File: config.mk
export PLATFORM = sky130hd
export DESIGN_NAME = shell_command_tokenizer_unit
export DESIGN_NICKNAME = d
export VERILOG_FILES = /design/src/rtl/sct_pkg.sv /design/src/rtl/sct_front.sv /design/src/rtl/sct_queue.sv /design/src/rtl/sct_back.sv /design/src/rtl/shell_command_tokenizer_unit.sv
export SDC_FILE = /design/constraint.sdc
export NUM_CORES = 1
export LEC_CHECK = 0
export BUFFER_PORTS_ARGS = -buffer_cell sky130_fd_sc_hd__buf_2
export CAP_MARGIN = 25
export CELL_PAD_IN_SITES_DETAIL_PLACEMENT = 1
export CELL_PAD_IN_SITES_GLOBAL_PLACEMENT = 2
export CORE_MARGIN = 8
export CORE_UTILIZATION = 30
export CTS_CLUSTER_SIZE = 14
export DETAILED_ROUTE_END_ITERATION = 7
export GPL_TIMING_DRIVEN = 0
export PLACE_DENSITY = 0.58
export SLEW_MARGIN = 20
export SYNTH_ARGS = -nofsm -noshare
export SYNTH_HDL_FRONTEND = slang
export SYNTH_SLANG_ARGS = --single-unit
export TNS_END_PERCENT = 30
File: constraint.sdc
create_clock -name clk -period 13.6 [get_ports clk]
set_clock_uncertainty 0.05 [all_clocks]
set_input_delay 0.68 -clock clk [delete_from_list [all_inputs] [get_ports clk]]
set_output_delay 0.68 -clock clk [all_outputs]
set_load 0.01 [all_outputs]
File: src/rtl/sct_pkg.sv
// Shared types and constants of the shell command tokenizer.
// No dependencies; every other file of the block imports this package.
`default_nettype none

package sct_pkg;

  localparam int QUEUE_DEPTH_DEF = 2;

  // Byte values the lexer cares about.
  localparam logic [7:0] CH_TAB    = 8'h09;
  localparam logic [7:0] CH_NL     = 8'h0A;
  localparam logic [7:0] CH_SPACE  = 8'h20;
  localparam logic [7:0] CH_DQUOTE = 8'h22;
  localparam logic [7:0] CH_HASH   = 8'h23;
  localparam logic [7:0] CH_DOLLAR = 8'h24;
  localparam logic [7:0] CH_AMP    = 8'h26;
  localparam logic [7:0] CH_SQUOTE = 8'h27;
  localparam logic [7:0] CH_LPAREN = 8'h28;
  localparam logic [7:0] CH_RPAREN = 8'h29;
  localparam logic [7:0] CH_TWO    = 8'h32;
  localparam logic [7:0] CH_SEMI   = 8'h3B;
  localparam logic [7:0] CH_LT     = 8'h3C;
  localparam logic [7:0] CH_GT     = 8'h3E;
  localparam logic [7:0] CH_BSLASH = 8'h5C;
  localparam logic [7:0] CH_BTICK  = 8'h60;
  localparam logic [7:0] CH_PIPE   = 8'h7C;

  typedef enum logic [4:0] {
    CC_OTHER  = 5'd0,
    CC_BLANK  = 5'd1,
    CC_NL     = 5'd2,
    CC_HASH   = 5'd3,
    CC_TWO    = 5'd4,
    CC_GT     = 5'd5,
    CC_AMP    = 5'd6,
    CC_PIPE   = 5'd7,
    CC_LT     = 5'd8,
    CC_SEMI   = 5'd9,
    CC_LPAREN = 5'd10,
    CC_RPAREN = 5'd11,
    CC_SQUOTE = 5'd12,
    CC_DQUOTE = 5'd13,
    CC_BSLASH = 5'd14,
    CC_DOLLAR = 5'd15,
    CC_BTICK  = 5'd16
  } char_class_t;

  typedef enum logic [2:0] {
    EV_BYTE = 3'd0,
    EV_SEG  = 3'd1,
    EV_WORD = 3'd2,
    EV_OP   = 3'd3,
    EV_ERR  = 3'd4,
    EV_DONE = 3'd5
  } ev_kind_t;

  typedef enum logic [3:0] {
    OP_IN      = 4'd0,
    OP_OUT     = 4'd1,
    OP_APPEND  = 4'd2,
    OP_ERR     = 4'd3,
    OP_PIPE    = 4'd4,
    OP_OR      = 4'd5,
    OP_AMP     = 4'd6,
    OP_AND     = 4'd7,
    OP_SEMI    = 4'd8,
    OP_LPAREN  = 4'd9,
    OP_RPAREN  = 4'd10,
    OP_NEWLINE = 4'd11
  } op_code_t;

  typedef struct packed {
    logic [7:0] char_byte;
    logic       end_of_line;
  } in_t;

  typedef struct packed {
    logic [2:0] event_kind;
    logic [7:0] text_byte;
    logic       seg_expand;
    logic [3:0] op_code;
    logic       last_result;
  } out_t;

  // Classified item as it sits in the queue between front and back.
  typedef struct packed {
    logic [7:0]  char_byte;
    logic        end_of_line;
    char_class_t cls;
  } item_t;

endpackage

`default_nettype wire

File: src/rtl/sct_front.sv
// Front end of the tokenizer: accepts input bytes and tags each with its class.
// Depends on sct_pkg; feeds sct_queue.
`default_nettype none

module sct_front (
  input  wire               in_valid,
  output logic              in_ready,
  input  sct_pkg::in_t      in_data,
  output logic              wr_valid,
  input  wire               wr_ready,
  output sct_pkg::item_t    wr_item
);
  import sct_pkg::*;

  char_class_t cls;

  always_comb begin
    unique case (in_data.char_byte)
      CH_SPACE, CH_TAB: cls = CC_BLANK;
      CH_NL:            cls = CC_NL;
      CH_HASH:          cls = CC_HASH;
      CH_TWO:           cls = CC_TWO;
      CH_GT:            cls = CC_GT;
      CH_AMP:           cls = CC_AMP;
      CH_PIPE:          cls = CC_PIPE;
      CH_LT:            cls = CC_LT;
      CH_SEMI:          cls = CC_SEMI;
      CH_LPAREN:        cls = CC_LPAREN;
      CH_RPAREN:        cls = CC_RPAREN;
      CH_SQUOTE:        cls = CC_SQUOTE;
      CH_DQUOTE:        cls = CC_DQUOTE;
      CH_BSLASH:        cls = CC_BSLASH;
      CH_DOLLAR:        cls = CC_DOLLAR;
      CH_BTICK:         cls = CC_BTICK;
      default:          cls = CC_OTHER;
    endcase
  end

  assign wr_valid            = in_valid;
  assign in_ready            = wr_ready;
  assign wr_item.char_byte   = in_data.char_byte;
  assign wr_item.end_of_line = in_data.end_of_line;
  assign wr_item.cls         = cls;

endmodule

`default_nettype wire

File: src/rtl/sct_queue.sv
// Short FIFO of classified items between the tokenizer front and back ends.
// Depends on sct_pkg for the item type.
`default_nettype none

module sct_queue #(
  parameter int DEPTH = sct_pkg::QUEUE_DEPTH_DEF
) (
  input  wire             clk,
  input  wire             rst_n,
  input  wire             wr_valid,
  output logic            wr_ready,
  input  sct_pkg::item_t  wr_item,
  output logic            rd_valid,
  input  wire             rd_ready,
  output sct_pkg::item_t  rd_item
);
  import sct_pkg::*;

  localparam int PW = (DEPTH > 1) ? $clog2(DEPTH) : 1;
  localparam int CW = $clog2(DEPTH + 1);

  item_t           mem_r [DEPTH];
  logic [PW-1:0]   wr_ptr_r, wr_ptr_nxt;
  logic [PW-1:0]   rd_ptr_r, rd_ptr_nxt;
  logic [CW-1:0]   cnt_r, cnt_nxt;
  logic            push, pop;

  assign wr_ready = (cnt_r != CW'(DEPTH));
  assign rd_valid = (cnt_r != '0);
  assign rd_item  = mem_r[rd_ptr_r];
  assign push     = wr_valid && wr_ready;
  assign pop      = rd_valid && rd_ready;

  always_comb begin
    wr_ptr_nxt = wr_ptr_r;
    rd_ptr_nxt = rd_ptr_r;
    if (push) begin
      wr_ptr_nxt = (wr_ptr_r == PW'(DEPTH - 1)) ? '0 : wr_ptr_r + PW'(1);
    end
    if (pop) begin
      rd_ptr_nxt = (rd_ptr_r == PW'(DEPTH - 1)) ? '0 : rd_ptr_r + PW'(1);
    end
    cnt_nxt = cnt_r + CW'(push) - CW'(pop);
  end

  always_ff @(posedge clk) begin
    if (!rst_n) begin
      wr_ptr_r <= '0;
      rd_ptr_r <= '0;
      cnt_r    <= '0;
    end else begin
      wr_ptr_r <= wr_ptr_nxt;
      rd_ptr_r <= rd_ptr_nxt;
      cnt_r    <= cnt_nxt;
    end
  end

  always_ff @(posedge clk) begin
    if (push) begin
      mem_r[wr_ptr_r] <= wr_item;
    end
  end

endmodule

`default_nettype wire

File: src/rtl/sct_back.sv
// Back end of the tokenizer: runs the lexer state machine on queued items and
// drains up to four events per item through a shifting output buffer. Uses sct_pkg.
`default_nettype none

module sct_back (
  input  wire             clk,
  input  wire             rst_n,
  input  wire             q_valid,
  output logic            q_ready,
  input  sct_pkg::item_t  q_item,
  output logic            out_valid,
  input  wire             out_ready,
  output sct_pkg::out_t   out_data
);
  import sct_pkg::*;

  localparam int NRES = 4;

  typedef enum logic [7:0] {
    M_NORMAL  = 8'b0000_0001,
    M_SINGLE  = 8'b0000_0010,
    M_DOUBLE  = 8'b0000_0100,
    M_DQESC   = 8'b0000_1000,
    M_ESC     = 8'b0001_0000,
    M_TWO     = 8'b0010_0000,
    M_COMMENT = 8'b0100_0000,
    M_OP      = 8'b1000_0000
  } lex_mode_t;

  typedef enum logic [1:0] {
    H_NONE = 2'd0,
    H_GT   = 2'd1,
    H_AMP  = 2'd2,
    H_PIPE = 2'd3
  } held_t;

  function automatic out_t mk_res(ev_kind_t kind, logic [7:0] b, logic expand,
                                  op_code_t op);
    out_t r;
    r.event_kind  = kind;
    r.text_byte   = b;
    r.seg_expand  = expand;
    r.op_code     = op;
    r.last_result = 1'b0;
    return r;
  endfunction

  function automatic op_code_t single_op(char_class_t cls);
    op_code_t op;
    unique case (cls)
      CC_LT:     op = OP_IN;
      CC_PIPE:   op = OP_PIPE;
      CC_AMP:    op = OP_AMP;
      CC_SEMI:   op = OP_SEMI;
      CC_LPAREN: op = OP_LPAREN;
      CC_RPAREN: op = OP_RPAREN;
      default:   op = OP_OUT;
    endcase
    return op;
  endfunction

  // A held code of none behaves as a pipe, which never occurs in practice.
  function automatic op_code_t held_single(held_t h);
    op_code_t op;
    unique case (h)
      H_GT:    op = OP_OUT;
      H_AMP:   op = OP_AMP;
      default: op = OP_PIPE;
    endcase
    return op;
  endfunction

  function automatic op_code_t held_double(held_t h);
    op_code_t op;
    unique case (h)
      H_GT:    op = OP_APPEND;
      H_AMP:   op = OP_AND;
      default: op = OP_OR;
    endcase
    return op;
  endfunction

  function automatic logic held_match(held_t h, char_class_t cls);
    logic m;
    unique case (h)
      H_GT:    m = (cls == CC_GT);
      H_AMP:   m = (cls == CC_AMP);
      default: m = (cls == CC_PIPE);
    endcase
    return m;
  endfunction

  lex_mode_t  mode_r, mode_nxt;
  held_t      held_r, held_nxt;
  logic       wsf_r, wsf_nxt;
  logic       bto_r, bto_nxt;
  logic       wo_r, wo_nxt;
  logic [2:0] cnt_r, cnt_nxt;
  out_t       res_r [NRES];
  out_t       res_v [NRES];
  logic [2:0] n_v;
  logic [1:0] lidx;
  logic       run_norm, run_dbl, fin, post_done;
  logic [7:0] c;
  char_class_t cls;
  logic       pop, xfer;

  assign q_ready   = (cnt_r == 3'd0) || ((cnt_r == 3'd1) && out_ready);
  assign pop       = q_valid && q_ready;
  assign out_valid = (cnt_r != 3'd0);
  assign out_data  = res_r[0];
  assign xfer      = out_valid && out_ready;

  always_comb begin
    mode_nxt  = mode_r;
    held_nxt  = held_r;
    wsf_nxt   = wsf_r;
    bto_nxt   = bto_r;
    wo_nxt    = wo_r;
    n_v       = 3'd0;
    lidx      = 2'd0;
    run_norm  = 1'b0;
    run_dbl   = 1'b0;
    fin       = 1'b0;
    post_done = 1'b0;
    c         = q_item.char_byte;
    cls       = q_item.cls;
    for (int i = 0; i < NRES; i++) begin
      res_v[i] = '0;
    end

    if (q_item.end_of_line) begin
      if (mode_r == M_SINGLE || mode_r == M_DOUBLE || mode_r == M_DQESC) begin
        // Unterminated quote: report it and drop straight back to reset state.
        res_v[n_v[1:0]] = mk_res(EV_ERR, 8'h00, 1'b0, OP_IN);
        n_v      = n_v + 3'd1;
        mode_nxt = M_NORMAL;
        held_nxt = H_NONE;
        wsf_nxt  = 1'b1;
        bto_nxt  = 1'b0;
        wo_nxt   = 1'b0;
      end else begin
        unique case (mode_r)
          M_ESC: begin
            res_v[n_v[1:0]] = mk_res(EV_BYTE, CH_BSLASH, 1'b0, OP_IN);
            n_v     = n_v + 3'd1;
            bto_nxt = 1'b1;
            wo_nxt  = 1'b1;
          end
          M_TWO: begin
            res_v[n_v[1:0]] = mk_res(EV_BYTE, CH_TWO, 1'b0, OP_IN);
            n_v     = n_v + 3'd1;
            bto_nxt = 1'b1;
            wo_nxt  = 1'b1;
          end
          M_OP: begin
            res_v[n_v[1:0]] = mk_res(EV_OP, 8'h00, 1'b0, held_single(held_r));
            n_v = n_v + 3'd1;
          end
          default: begin
          end
        endcase
        fin       = 1'b1;
        post_done = 1'b1;
      end
    end else begin
      unique case (mode_r)
        M_SINGLE: begin
          if (cls == CC_SQUOTE) begin
            res_v[n_v[1:0]] = mk_res(EV_SEG, 8'h00, 1'b0, OP_IN);
            mode_nxt = M_NORMAL;
          end else begin
            res_v[n_v[1:0]] = mk_res(EV_BYTE, c, 1'b0, OP_IN);
          end
          n_v = n_v + 3'd1;
        end
        M_DOUBLE: begin
          run_dbl = 1'b1;
        end
        M_DQESC: begin
          mode_nxt = M_DOUBLE;
          if (cls == CC_DOLLAR || cls == CC_DQUOTE || cls == CC_BSLASH ||
              cls == CC_BTICK) begin
            res_v[n_v[1:0]] = mk_res(EV_BYTE, c, 1'b0, OP_IN);
            n_v = n_v + 3'd1;
          end else begin
            // Backslash before an ordinary byte stays in the text.
            res_v[n_v[1:0]] = mk_res(EV_BYTE, CH_BSLASH, 1'b0, OP_IN);
            n_v     = n_v + 3'd1;
            run_dbl = 1'b1;
          end
        end
        M_ESC: begin
          mode_nxt = M_NORMAL;
          bto_nxt  = 1'b1;
          wo_nxt   = 1'b1;
          if (cls == CC_NL) begin
            res_v[n_v[1:0]] = mk_res(EV_BYTE, CH_BSLASH, 1'b0, OP_IN);
            run_norm = 1'b1;
          end else begin
            res_v[n_v[1:0]] = mk_res(EV_BYTE, c, 1'b0, OP_IN);
          end
          n_v = n_v + 3'd1;
        end
        M_TWO: begin
          mode_nxt = M_NORMAL;
          if (cls == CC_GT) begin
            res_v[n_v[1:0]] = mk_res(EV_OP, 8'h00, 1'b0, OP_ERR);
          end else begin
            res_v[n_v[1:0]] = mk_res(EV_BYTE, CH_TWO, 1'b0, OP_IN);
            bto_nxt  = 1'b1;
            wo_nxt   = 1'b1;
            wsf_nxt  = 1'b0;
            run_norm = 1'b1;
          end
          n_v = n_v + 3'd1;
        end
        M_COMMENT: begin
          if (cls == CC_NL) begin
            mode_nxt = M_NORMAL;
            run_norm = 1'b1;
          end
        end
        M_OP: begin
          held_nxt = H_NONE;
          mode_nxt = M_NORMAL;
          wsf_nxt  = 1'b1;
          if (held_match(held_r, cls)) begin
            res_v[n_v[1:0]] = mk_res(EV_OP, 8'h00, 1'b0, held_double(held_r));
          end else begin
            res_v[n_v[1:0]] = mk_res(EV_OP, 8'h00, 1'b0, held_single(held_r));
            run_norm = 1'b1;
          end
          n_v = n_v + 3'd1;
        end
        default: begin
          run_norm = 1'b1;
        end
      endcase
    end

    if (run_dbl) begin
      if (cls == CC_DQUOTE) begin
        res_v[n_v[1:0]] = mk_res(EV_SEG, 8'h00, 1'b1, OP_IN);
        n_v      = n_v + 3'd1;
        mode_nxt = M_NORMAL;
      end else if (cls == CC_BSLASH) begin
        mode_nxt = M_DQESC;
      end else begin
        res_v[n_v[1:0]] = mk_res(EV_BYTE, c, 1'b0, OP_IN);
        n_v = n_v + 3'd1;
      end
    end

    if (run_norm) begin
      fin = (cls == CC_BLANK) || (cls == CC_NL) || (cls == CC_GT) ||
            (cls == CC_AMP) || (cls == CC_PIPE) || (cls == CC_LT) ||
            (cls == CC_SEMI) || (cls == CC_LPAREN) || (cls == CC_RPAREN);
    end

    // Close the pending word: bare segment end first, then the word end.
    if (fin && wo_nxt) begin
      if (bto_nxt) begin
        res_v[n_v[1:0]] = mk_res(EV_SEG, 8'h00, 1'b1, OP_IN);
        n_v     = n_v + 3'd1;
        bto_nxt = 1'b0;
      end
      res_v[n_v[1:0]] = mk_res(EV_WORD, 8'h00, 1'b0, OP_IN);
      n_v    = n_v + 3'd1;
      wo_nxt = 1'b0;
    end

    if (run_norm) begin
      priority if (cls == CC_BLANK) begin
        wsf_nxt = 1'b1;
      end else if (cls == CC_NL) begin
        res_v[n_v[1:0]] = mk_res(EV_OP, 8'h00, 1'b0, OP_NEWLINE);
        n_v     = n_v + 3'd1;
        wsf_nxt = 1'b1;
      end else if (wsf_nxt && cls == CC_HASH) begin
        mode_nxt = M_COMMENT;
      end else if (wsf_nxt && cls == CC_TWO) begin
        mode_nxt = M_TWO;
      end else if (cls == CC_GT || cls == CC_AMP || cls == CC_PIPE) begin
        held_nxt = (cls == CC_GT) ? H_GT : ((cls == CC_AMP) ? H_AMP : H_PIPE);
        mode_nxt = M_OP;
      end else if (cls == CC_LT || cls == CC_SEMI || cls == CC_LPAREN ||
                   cls == CC_RPAREN) begin
        res_v[n_v[1:0]] = mk_res(EV_OP, 8'h00, 1'b0, single_op(cls));
        n_v     = n_v + 3'd1;
        wsf_nxt = 1'b1;
      end else if (cls == CC_SQUOTE || cls == CC_DQUOTE) begin
        if (bto_nxt) begin
          res_v[n_v[1:0]] = mk_res(EV_SEG, 8'h00, 1'b1, OP_IN);
          n_v     = n_v + 3'd1;
          bto_nxt = 1'b0;
        end
        wo_nxt   = 1'b1;
        mode_nxt = (cls == CC_SQUOTE) ? M_SINGLE : M_DOUBLE;
        wsf_nxt  = 1'b0;
      end else if (cls == CC_BSLASH) begin
        mode_nxt = M_ESC;
        wsf_nxt  = 1'b0;
      end else begin
        res_v[n_v[1:0]] = mk_res(EV_BYTE, c, 1'b0, OP_IN);
        n_v     = n_v + 3'd1;
        bto_nxt = 1'b1;
        wo_nxt  = 1'b1;
        wsf_nxt = 1'b0;
      end
    end

    if (post_done) begin
      res_v[n_v[1:0]] = mk_res(EV_DONE, 8'h00, 1'b0, OP_IN);
      n_v      = n_v + 3'd1;
      mode_nxt = M_NORMAL;
      held_nxt = H_NONE;
      wsf_nxt  = 1'b1;
      bto_nxt  = 1'b0;
      wo_nxt   = 1'b0;
    end

    if (n_v != 3'd0) begin
      lidx = 2'(n_v - 3'd1);
      res_v[lidx].last_result = 1'b1;
    end
  end

  always_comb begin
    if (pop) begin
      cnt_nxt = n_v;
    end else if (xfer) begin
      cnt_nxt = cnt_r - 3'd1;
    end else begin
      cnt_nxt = cnt_r;
    end
  end

  always_ff @(posedge clk) begin
    if (!rst_n) begin
      mode_r <= M_NORMAL;
      held_r <= H_NONE;
      wsf_r  <= 1'b1;
      bto_r  <= 1'b0;
      wo_r   <= 1'b0;
      cnt_r  <= 3'd0;
    end else begin
      cnt_r <= cnt_nxt;
      if (pop) begin
        mode_r <= mode_nxt;
        held_r <= held_nxt;
        wsf_r  <= wsf_nxt;
        bto_r  <= bto_nxt;
        wo_r   <= wo_nxt;
      end
    end
  end

  // The head of the buffer is the event on offer; a transfer shifts the rest up.
  always_ff @(posedge clk) begin
    if (pop) begin
      for (int i = 0; i < NRES; i++) begin
        res_r[i] <= res_v[i];
      end
    end else if (xfer) begin
      for (int i = 0; i < NRES - 1; i++) begin
        res_r[i] <= res_r[i + 1];
      end
    end
  end

endmodule

`default_nettype wire

File: src/rtl/shell_command_tokenizer_unit.sv
// Path: the first event of a byte is registered in the queue and then in the
// output buffer before it is offered.
// Throughput: one byte per cycle while each byte yields at most one event and the
// output is not stalled; a multi-event byte holds the buffer, one event per cycle.
// The front queue of QUEUE_DEPTH entries absorbs input while the buffer drains.
// Reset: synchronous, active low; clears the queue and lexer state, no clear pass.
`default_nettype none

module shell_command_tokenizer_unit #(
  parameter int QUEUE_DEPTH = sct_pkg::QUEUE_DEPTH_DEF
) (
  input  wire            clk,
  input  wire            rst_n,
  input  wire            in_valid,
  output logic           in_ready,
  input  sct_pkg::in_t   in_data,
  output logic           out_valid,
  input  wire            out_ready,
  output sct_pkg::out_t  out_data
);
  import sct_pkg::*;

  logic  wr_valid, wr_ready;
  item_t wr_item;
  logic  q_valid, q_ready;
  item_t q_item;

  sct_front u_front (
    .in_valid (in_valid),
    .in_ready (in_ready),
    .in_data  (in_data),
    .wr_valid (wr_valid),
    .wr_ready (wr_ready),
    .wr_item  (wr_item)
  );

  sct_queue #(
    .DEPTH (QUEUE_DEPTH)
  ) u_queue (
    .clk      (clk),
    .rst_n    (rst_n),
    .wr_valid (wr_valid),
    .wr_ready (wr_ready),
    .wr_item  (wr_item),
    .rd_valid (q_valid),
    .rd_ready (q_ready),
    .rd_item  (q_item)
  );

  sct_back u_back (
    .clk       (clk),
    .rst_n     (rst_n),
    .q_valid   (q_valid),
    .q_ready   (q_ready),
    .q_item    (q_item),
    .out_valid (out_valid),
    .out_ready (out_ready),
    .out_data  (out_data)
  );

`ifndef NO_ASSERTIONS
  // Events of one byte go out back to back; only the final one may leave a gap.
  a_burst_contiguous: assert property (@(posedge clk) disable iff (!rst_n)
    out_valid && out_ready && !out_data.last_result |=> out_valid)
    else $error("event burst broken before its final event");

  a_terminal_is_last: assert property (@(posedge clk) disable iff (!rst_n)
    out_valid && (out_data.event_kind == EV_ERR || out_data.event_kind == EV_DONE)
      |-> out_data.last_result)
    else $error("error or line-done event not marked as final");

  a_text_only_on_byte: assert property (@(posedge clk) disable iff (!rst_n)
    out_valid && out_data.event_kind != EV_BYTE |-> out_data.text_byte == 8'h00)
    else $error("text byte set on a non-byte event");
`endif

endmodule

`default_nettype wire
==> impl_metrics.csv <==
group,metric,value,unit
sta,slew_headroom,25.9,%
synthesis,yosysSeqAreaShare,42.6,%
routing,detail_route.drc_violations,0,
flow_run,cap_violations,0,
sta,timing.final.max_slew_violations,0,
pwr,p_int,1.10,mW
worst_hold_path,hold_path_depth,1,
sta,fin_crit,7.61,ns
place,port_buffers,31,
worst_setup_path,worst_setup_path_end_kind,"register",
cts,cts.sinks,117,
cts,clk_path_buf_depth,2,
pwr,p_leak,3.30,nW
sta,rsz0062_at_grt,"no",
worst_setup_path,worst_r2r_endpoint,"u_back.res_r[2][8]$_DFFE_PP_",
synthesis,synth_area,7750,um2
sta,worst_slack,5.99,ns
floorplan,die-area,31300,um2
sta,hold_viol,0,
routing,vias,6828,
synthesis,synth_nets,841,
worst_hold_path,min_to,"u_queue.mem_r[0][5]$_DFFE_PP_",
place,post-dp-hpwl,23100,um
outcome,outcome,"finished, final reports clean",
worst_hold_path,hp-class,"in2reg",
routing,first_iter_violations,517,
worst_setup_path,path_max_fanout,10,
synthesis,synth_cell_type_count,93,
floorplan,initial_utilization,30.2,%
finish,seq_area,3300,um2
cts,htree_levels,4,
finish,n_antenna_cell,0,
cts,clk_pin_slew_worst_paths,0.06,ns
cts,cts.repair.resized,0,
floorplan,coreArea,25700,um2
cts,root_buffer,"clkbuf_16",
routing,wl,30100,um
synthesis,synth_top_area_share,37.2,%
finish,layout-drive-gt1-share,15.5,%
sta,max_freq,131,MHz
place,pre_cts_slack,6.06,ns
synthesis,synth_top_cell_by_area,"edfxtp_1",
pwr,ir_drop,0.168,mV
synthesis,synth_ff_type,"edfxtp_1",
synthesis,syn_area_per_cell,9.68,um2
floorplan,fp.dieH,177,um
global_routing,grt_pass1_wl,45700,um
synthesis,async_flop_share,0,%
worst_setup_path,worst-setup-path-type,"reg2reg",
routing,routedWlPerCell,25.0,um
routing,ant_nets,0,
global_routing,antenna_found_initial,0,
worst_setup_path,r2r_cells,26,
floorplan,die_w,177,um
synthesis,ys_ff_latch,117,
synthesis,synth_edf_count,96,
finish,fillers,2952,
pwr,swShare,42.1,%
cts,cts_buffers,17,
floorplan,ioPinCount,32,
finish,multiInputGateArea,4160,um2
pwr,p_total,1.91,mW
floorplan,rows,59,
sta,tightestPinTransition,1.10,ns
synthesis,synthTopCellsByCount,"edfxtp_1, nor2_1, nand2_1, o21ai_0, a21oi_1",
routing,vias_per_cell,5.67,
pwr,comb_power_share,42.9,%
sta,setup_viol,0,
worst_setup_path,startpoint_type,"register",
worst_hold_path,hold_start,"in_data[0]",
global_routing,track_usage,19.4,%
synthesis,yosysWarnings,0,
global_routing,grt_start_max_net_pins,52,
synthesis,synthCells,801,
global_routing,grt_overflow,0,
global_routing,first_global_vias,7249,
worst_setup_path,rrSetupSlack,5.99,ns
synthesis,synth_area_leaders,"edfxtp_1, dfxtp_1, ha_1",
sta,fin_setup_tns,0,ns
worst_setup_path,cp_slowest_cell,"o31ai_1",
pwr,switchingPower,804,uW
pwr,p_per_area,212,nW/um2
routing,drt_first_pass_iters,5,
finish,area_growth,16.2,%
synthesis,synth.most_common_cell,"edfxtp_1",
pwr,pwr-share-seq,31.8,%
finish,fin_nets,896,
cts,worstSkewPairLatency,0.43,ns
worst_setup_path,cpMostUsedCell,"ha_1",
place,gp_congestion,0.930,
worst_setup_path,arrival,7.84,ns
cts,postCtsHoldBufs,0,
cts,cts_tree,"built",
worst_setup_path,crit_path_max_incr_delay,0.64,ns
sta,fin_crit_sh,55.9,%
worst_setup_path,worstPathRequired,13.83,ns
pwr,power.share.clock,25.2,%
cts,cts_setup_buffers,0,
[worst max-delay path by stage]
stage	endpoint	depth (start not counted)
CTS	u_back.res_r[2][8]$_DFFE_PP_	26
global route	u_back.res_r[2][8]$_DFFE_PP_	26
finish	u_back.res_r[2][8]$_DFFE_PP_	26
floorplan	u_back.res_r[2][10]$_DFFE_PP_	26
global placement	u_back.res_r[2][11]$_DFFE_PP_	26
detailed placement	u_back.res_r[2][13]$_DFFE_PP_	26
[sequential cells by signal, indices dropped and copies added, names as in the netlist, named ones only]
name / cells
u_back.wsf_r: 1
u_back.bto_r: 1
u_back.cnt_r: 3
u_back.held_r: 2
u_queue.wr_ptr_r: 1
u_queue.mem_r: 28
u_back.wo_r: 1
u_back.mode_r: 8
u_queue.rd_ptr_r: 1
u_queue.cnt_r: 2
u_back.res_r: 68
[metrics by stage]
step           hold WS [ns]  area, um2  cells  util (%)
6_report              0.405       9010   1204      35.1
5_1_grt               0.398       9010   1204      35.1
4_1_cts               0.390       9010   1203      35.1
3_5_place_dp          0.462       8390   1171      32.7
3_3_place_gp          0.451       8330   1167      32.4
2_1_floorplan         0.424       7750    801         -
[final cells by class]
cell class | instances | area share [%]
multi-input cells | 614 | 46.2
flip-flops and latches | 117 | 36.6
clock buffers | 17 | 4.72
well taps | 335 | 4.65
plain buffers | 42 | 2.29
repair buffers | 36 | 2.22
clock inverters | 15 | 2.14
inverters | 28 | 1.17
[per-layer routing]
| layer | GRT usage [%] | wire length [um] | vias up |
|---|---|---|---|
| met1 | 25.4 | 13900 | 3437 |
| li1 | - | - | 3163 |
| met4 | 7.18 | 758 | 0 |
| met2 | 31.6 | 14100 | 189 |
| met5 | 0 | 0 | - |
| met3 | 3.16 | 1330 | 39 |
[cell families after synthesis]
family	synth area share [%]
flip-flops	42.6
multiplexers	4.39
adder cells (fa/ha/maj)	4.50
other	0.0484
buffers and inverters	4.00
AO/OA/AOI/OAI	23.9
AND/OR/NAND/NOR	19.0
XOR/XNOR	1.57
[power by group through the flow]
stage / Combinational [mW] / Clock [mW] / Sequential, mW
finish: 0.819 / 0.482 / 0.607
global route: 0.888 / 0.506 / 0.621
CTS: 0.822 / 0.493 / 0.609
detailed placement: 0.818 / 0 / 0.614
global placement: 0.788 / 0 / 0.617
floorplan: 0.490 / 0 / 0.618
[critical path, delay by kind of cell, from the launching register on]
kind | cells | cell delay [ns]
flip-flops | 1 | 0.45
adder cells (fa/ha/maj) | 5 | 1.51
buffers and inverters | 6 | 1.33
AND/OR/NAND/NOR | 4 | 0.60
AO/OA/AOI/OAI | 8 | 2.52
multiplexers | 3 | 1.00
[cells in the final DEF, fill, tap and decap left out, types with 5 or more instances in the layout]
cell type / n
o31ai_1: 5
nand2b_1: 6
clkbuf_1: 27
nor3_1: 20
dfxtp_1: 21
a22o_1: 23
buf_2: 38
mux2_2: 14
o211ai_1: 8
a21o_1: 10
inv_1: 28
nand2_1: 62
nand3_1: 14
mux2i_1: 16
nor4b_1: 5
a21boi_0: 6
and3_1: 11
xnor2_1: 10
o22ai_1: 6
or3_1: 6
clkbuf_16: 17
a22oi_1: 6
and2_1: 16
nor2_1: 80
a21oi_1: 46
o21ai_0: 52
nor2b_1: 14
o21ai_1: 12
a32oi_1: 5
inv_6: 5
a31oi_1: 11
nor4_1: 8
ha_1: 27
buf_4: 7
a32o_1: 19
nand4_1: 5
edfxtp_1: 96
Power figures use the tool's default switching activity.
